==> config.mk <==
export PLATFORM = sky130hd
export DESIGN_NAME = scsr_ctrl
export DESIGN_NICKNAME = d
export VERILOG_FILES = /design/src/rtl/scsr_pkg.sv /design/src/rtl/scsr_ctrl.sv
export SDC_FILE = /design/constraint.sdc
export NUM_CORES = 1
export LEC_CHECK = 0
export ABC_AREA = 1
export BUFFER_PORTS_ARGS = -buffer_cell sky130_fd_sc_hd__clkbuf_2
export CAP_MARGIN = 0
export CORE_ASPECT_RATIO = 0.8
export CORE_MARGIN = 1
export CORE_UTILIZATION = 35
export CTS_CLUSTER_SIZE = 40
export DETAILED_ROUTE_END_ITERATION = 8
export GPL_ROUTABILITY_DRIVEN = 0
export GPL_TIMING_DRIVEN = 0
export PLACE_DENSITY = 0.57
export SLEW_MARGIN = 40
export SYNTH_ARGS = -nofsm -noshare
export SYNTH_HDL_FRONTEND = slang
export SYNTH_SLANG_ARGS = --single-unit
==> constraint.sdc <==
create_clock -name aclk -period 1 [get_ports aclk]
set_input_delay 0.05 -clock aclk [delete_from_list [all_inputs] [get_ports aclk]]
set_output_delay 0.05 -clock aclk [all_outputs]
set_load 0.02 [all_outputs]
==> src/rtl/scsr_pkg.sv <==
// Shared types and constants for the setpoint clamp / slew / raw convert unit.
// Used by scsr_ctrl, scsr_dp and the top level; no dependencies.
`default_nettype none

package scsr_pkg;

    // Q16.16 one
    localparam logic signed [31:0] QOne = 32'sd65536;

    // Quotient bits produced by the divider; larger quotients saturate
    localparam int DivBits = 42;
    localparam int CntW    = $clog2(DivBits);

    // Rounded magnitude ceiling, 2^40
    localparam logic [40:0] QMax = 41'd1 << 40;

    // Raw output saturation bounds
    localparam logic signed [42:0] RawMax = 43'sd2147483647;
    localparam logic signed [42:0] RawMin = -43'sd2147483648;

    // Configuration register indexes
    typedef enum logic [2:0] {
        CFG_DRIVE_HIGH = 3'd0,
        CFG_DRIVE_LOW  = 3'd1,
        CFG_RATE_LIMIT = 3'd2,
        CFG_ENG_SLOPE  = 3'd3,
        CFG_ENG_OFFSET = 3'd4,
        CFG_ADJ_SLOPE  = 3'd5,
        CFG_ADJ_OFFSET = 3'd6,
        CFG_RAW_OFFSET = 3'd7
    } cfg_idx_t;

    // Controller states
    typedef enum logic [3:0] {
        ST_IDLE,
        ST_SLEW,
        ST_MUL_OFF,
        ST_MUL_ADJ,
        ST_PREP,
        ST_MAG,
        ST_CHECK,
        ST_DIV,
        ST_ROUND,
        ST_OUT
    } state_t;

    // Datapath commands issued by the controller
    typedef struct packed {
        logic load_in;   // capture and clamp the setpoint
        logic slew;      // rate limit, update kept output
        logic mul_off;   // eng_slope * adj_offset
        logic mul_adj;   // eng_slope * adj_slope
        logic prep;      // build numerator and denominator
        logic mag;       // magnitudes and quotient sign
        logic check;     // overflow precheck, divider init
        logic div_step;  // one restoring divide step
        logic round;     // round half away, clamp magnitude
        logic load_out;  // sign, subtract raw offset, saturate, load result
    } cmd_t;

endpackage

`default_nettype wire

==> src/rtl/scsr_ctrl.sv <==
// Controller state machine for the setpoint clamp / slew / raw convert unit.
// Sequences the datapath through scsr_pkg::cmd_t and owns the handshakes.
`default_nettype none

module scsr_ctrl
    import scsr_pkg::*;
(
    input  wire logic aclk,
    input  wire logic aresetn,
    input  wire logic s_tvalid,
    output logic      s_tready,
    output logic      m_tvalid,
    input  wire logic m_tready,
    output cmd_t      cmd
);

    state_t            state_reg, state_next;
    logic [CntW-1:0]   cnt_reg, cnt_next;
    logic              out_valid_reg, out_valid_next;

    // State, divide counter and result flag
    always_ff @(posedge aclk) begin
        if (!aresetn) begin
            state_reg     <= ST_IDLE;
            cnt_reg       <= '0;
            out_valid_reg <= 1'b0;
        end else begin
            state_reg     <= state_next;
            cnt_reg       <= cnt_next;
            out_valid_reg <= out_valid_next;
        end
    end

    assign s_tready = (state_reg == ST_IDLE);
    assign m_tvalid = out_valid_reg;

    // Next state and commands
    always_comb begin
        state_next = state_reg;
        cnt_next   = cnt_reg;
        cmd        = '0;
        case (state_reg)
            ST_IDLE: begin
                if (s_tvalid) begin
                    cmd.load_in = 1'b1;
                    state_next  = ST_SLEW;
                end
            end
            ST_SLEW: begin
                cmd.slew   = 1'b1;
                state_next = ST_MUL_OFF;
            end
            ST_MUL_OFF: begin
                cmd.mul_off = 1'b1;
                state_next  = ST_MUL_ADJ;
            end
            ST_MUL_ADJ: begin
                cmd.mul_adj = 1'b1;
                state_next  = ST_PREP;
            end
            ST_PREP: begin
                cmd.prep   = 1'b1;
                state_next = ST_MAG;
            end
            ST_MAG: begin
                cmd.mag    = 1'b1;
                state_next = ST_CHECK;
            end
            ST_CHECK: begin
                cmd.check  = 1'b1;
                cnt_next   = '0;
                state_next = ST_DIV;
            end
            ST_DIV: begin
                cmd.div_step = 1'b1;
                cnt_next     = cnt_reg + 1'b1;
                if (cnt_reg == CntW'(DivBits - 1)) begin
                    state_next = ST_ROUND;
                end
            end
            ST_ROUND: begin
                cmd.round  = 1'b1;
                state_next = ST_OUT;
            end
            ST_OUT: begin
                // wait for the result slot to be free or draining
                if (!out_valid_reg || m_tready) begin
                    cmd.load_out = 1'b1;
                    state_next   = ST_IDLE;
                end
            end
            default: begin
                state_next = ST_IDLE;
            end
        endcase
    end

    // Result slot: set on load, cleared on transfer
    always_comb begin
        out_valid_next = out_valid_reg;
        if (cmd.load_out) begin
            out_valid_next = 1'b1;
        end else if (m_tready) begin
            out_valid_next = 1'b0;
        end
    end

    // A result is never loaded over one that is still held
    assert property (@(posedge aclk) disable iff (!aresetn)
        cmd.load_out |-> (!out_valid_reg || m_tready))
        else $error("result loaded over a held result");

    // An accepted item always starts at the slew step
    assert property (@(posedge aclk) disable iff (!aresetn)
        (s_tvalid && s_tready) |=> (state_reg == ST_SLEW))
        else $error("accepted item did not start processing");

    // Divide step count stays within the quotient width
    assert property (@(posedge aclk) disable iff (!aresetn)
        (state_reg == ST_DIV) |-> (cnt_reg < CntW'(DivBits)))
        else $error("divide counter out of range");

    // Divider always runs its full length before rounding
    assert property (@(posedge aclk) disable iff (!aresetn)
        $rose(cmd.round) |-> $past(cmd.div_step) && $past(cnt_reg) == CntW'(DivBits - 1))
        else $error("rounding entered before divide finished");

endmodule

`default_nettype wire

==> run_results.csv <==
group,metric,value,unit
flow_run,maxCapViolCount,0,
sta,slew_headroom,76.1,%
synth,synthDistinctLibCells,25,
worst_hold_path,whs_path_depth,3,
worst_setup_path,worstPathCellList,"nor2_4 -> inv_2 -> nor4_4 -> buf_4",
layout,final_nets,133,
place,hpwl,1150,um
synth,synth_fp_nets,101,
clock_network,cts_max_path_buffers,2,
route,drt_iter0_drc,18,
worst_setup_path,critical_path_arrival,1.19,ns
floorplan,rows,13,
sta,finalHoldViolCount,0,
worst_setup_path,r2r-end,"cnt_reg[5]",
worst_hold_path,hp-start,"aresetn",
worst_hold_path,worstHoldEndpoint,"cnt_reg[0]",
route,wl_per_cell,12.7,um
clock_network,clkLatencyLatePin,0.27,ns
floorplan,initial_core_util,39.0,%
worst_setup_path,crit_slowest_cell,"dfxtp_4",
layout,final_cell_mix,"buf_4 (11), inv_1 (8), nor2_4 (8), nor2_1 (8), nand2_1 (8)",
route,vias,720,
grt,grt_overflow,0,
floorplan,core,1710,um2
synth,ys_ff_latch,11,
route,drt_pass1_iterations,3,
floorplan,chipWidth,50.8,um
sta,worstMarginPinSlew,0.358,ns
layout,largest_reg_flops,6,
place,port_buffers,15,
worst_setup_path,ff2ff_setup_slack,-0.22,ns
synth,avgSynthCellArea,7.02,um2
grt,grt_pass1_vias,616,
route,drc,0,
route,vias_per_cell,4.86,
floorplan,die_height,41.0,um
synth,synth_top_area_share,33.0,%
sta,fmaxAchievable,803,MHz
floorplan,ios,16,
sta,maxSlewViolCount,0,
sta,period_minus_slack,1.24,ns
sta,fin_ws,-0.245,ns
grt,grt_max_degree,8,
sta,fin_crit_sh,124,%
worst_setup_path,crit_path_start_kind,"flop",
status,violations,"negative setup slack",
clock_network,clk_pin_slew,0.07,ns
synth,synth.largest_area_cell,"dfxtp_1",
status,status,"finished, violations left",
power_and_ir_drop,powerDensity,1150,nW/um2
power_and_ir_drop,p_leak,0.499,nW
worst_setup_path,path_class,"flop to output pin",
route,ant_nets,0,
layout,n_fill_cell,145,
layout,n_antenna_cell,0,
sta,setup_viol,22,
synth,ys_seq_area_share,33.0,%
grt,grt_antenna_before_repair,0,
worst_setup_path,required,0.95,ns
clock_network,cts_made_buffers,3,
worst_setup_path,path_max_fanout,6,
floorplan,die_area,2090,um2
sta,worst_clock_skew,0.00529,ns
clock_network,cts-root-buf,"clkbuf_4",
worst_setup_path,end_kind,"output pin",
worst_setup_path,r2r-start,"state_reg[3]",
route,wl,1870,um
grt,grt_pass1_wl,2660,um
worst_setup_path,crit_family,"flip-flops",
worst_hold_path,hold_path.class,"input pin to flop",
grt,track_usage,18.6,%
synth,syn_inst,95,
layout,area_growth_syn_to_layout,77.9,%
clock_network,htree_num_levels,1,
layout,final_common_cell,"buf_4",
layout,drive_gt1_share,63.5,%
worst_setup_path,path_buf_inv,2,
clock_network,clock-sinks,11,
sta,rsz0062_at_grt,"yes",
synth,netlist_area,667,um2
synth,synth_area_leaders,"dfxtp_1 (33%), nor2_1 (8.4%), nand2_1 (6.2%)",
worst_setup_path,reg2regPathDepth,9,
sta,whs,0.0280,ns
synth,yosys_warnings,0,
worst_setup_path,cpPeakStageDelay,0.40,ns
power_and_ir_drop,peakVddDrop,791,uV
power_and_ir_drop,report.power.total,0.00136,W
clock_network,cts_tree,"built",
[synth_stat cells (all sizes together)]
cell type,n
o22ai,1
o21bai,2
nor3,3
a31oi,1
nand2,15
nand3,8
o21ai,3
a21oi,8
nand4,3
ha,2
nor4,1
inv,16
dfxtp,11
buf,1
nor2,19
or2,1
[through the flow]
step	setup TNS [ns]	setup WS, ns	util (%)	std cells	instance area (um2)
floorplan	-0.215	-0.0800	-	95	716
finish	-3.87	-0.245	69.5	148	1190
detailed placement	-0.853	-0.184	47.9	132	818
global route	-5.01	-0.306	69.5	148	1190
global placement	-0.670	-0.169	47.9	132	818
CTS	-4.24	-0.279	59.9	145	1020
[layout make-up]
class,count,area [um2],share of cell area [%]
clock buffer,4,26.3,2.22
inverter,16,75.1,6.33
multi-input combinational,67,533,44.9
sequential,11,244,20.6
tap,22,27.5,2.32
timing repair buffer,28,280,23.6
[repair_timing]
item	CTS	global route
setup buffers	10	3
resized for setup	25	44
pin swaps	3	14
hold buffers	0	0
setup endpoints to repair	20	22
[worst reg2reg max path: stages (launching register included)]
cell and delay (ns):
dfxtp_4 0.38, inv_8 0.08, buf_12 0.10, nand3_4 0.07, buf_6 0.14, inv_2 0.05
nand2_2 0.05, o21bai_2 0.11, nand2_1 0.08, a21oi_2 0.09
[kinds of logic after synthesis]
kind of cell / Yosys count / synth area share [%]
adders and majority gates: 2 / 3.75
buffers and inverters: 17 / 10.1
and+or+nand+nor: 50 / 40.2
AOI/OAI and AO/OA: 15 / 12.9
DFF: 11 / 33.0
[report_power, final]
group          switching [W]  total, W  internal [W]
clock               0.000151  0.000306      0.000155
combinational       0.000282  0.000533      0.000250
sequential         0.0000641  0.000522      0.000458
total               0.000498   0.00136      0.000863
[worst max path at each step]
| stage | start | endpoint | slack (ns) | cells past startpoint |
|---|---|---|---|---|
| 2_1_floorplan | state_reg[2] | state_reg[2] | -0.08 | 5 |
| 3_3_place_gp | state_reg[0] | cmd[0] | -0.17 | 6 |
| 3_5_place_dp | state_reg[0] | cmd[0] | -0.18 | 6 |
| 4_1_cts | state_reg[0] | cmd[0] | -0.28 | 5 |
| 5_1_grt | state_reg[1] | cmd[0] | -0.31 | 4 |
| 6_report | state_reg[1] | cmd[0] | -0.24 | 4 |
[per-layer routing]
metal / wire (um) / vias up / track usage (%)
met5: 0 / - / 0
met4: 13 / 0 / 4.17
met3: 43 / 2 / 7.78
met2: 888 / 8 / 28.7
met1: 928 / 338 / 24.5
li1: - / 372 / -
Note: power is estimated with default switching activity, not from simulation.
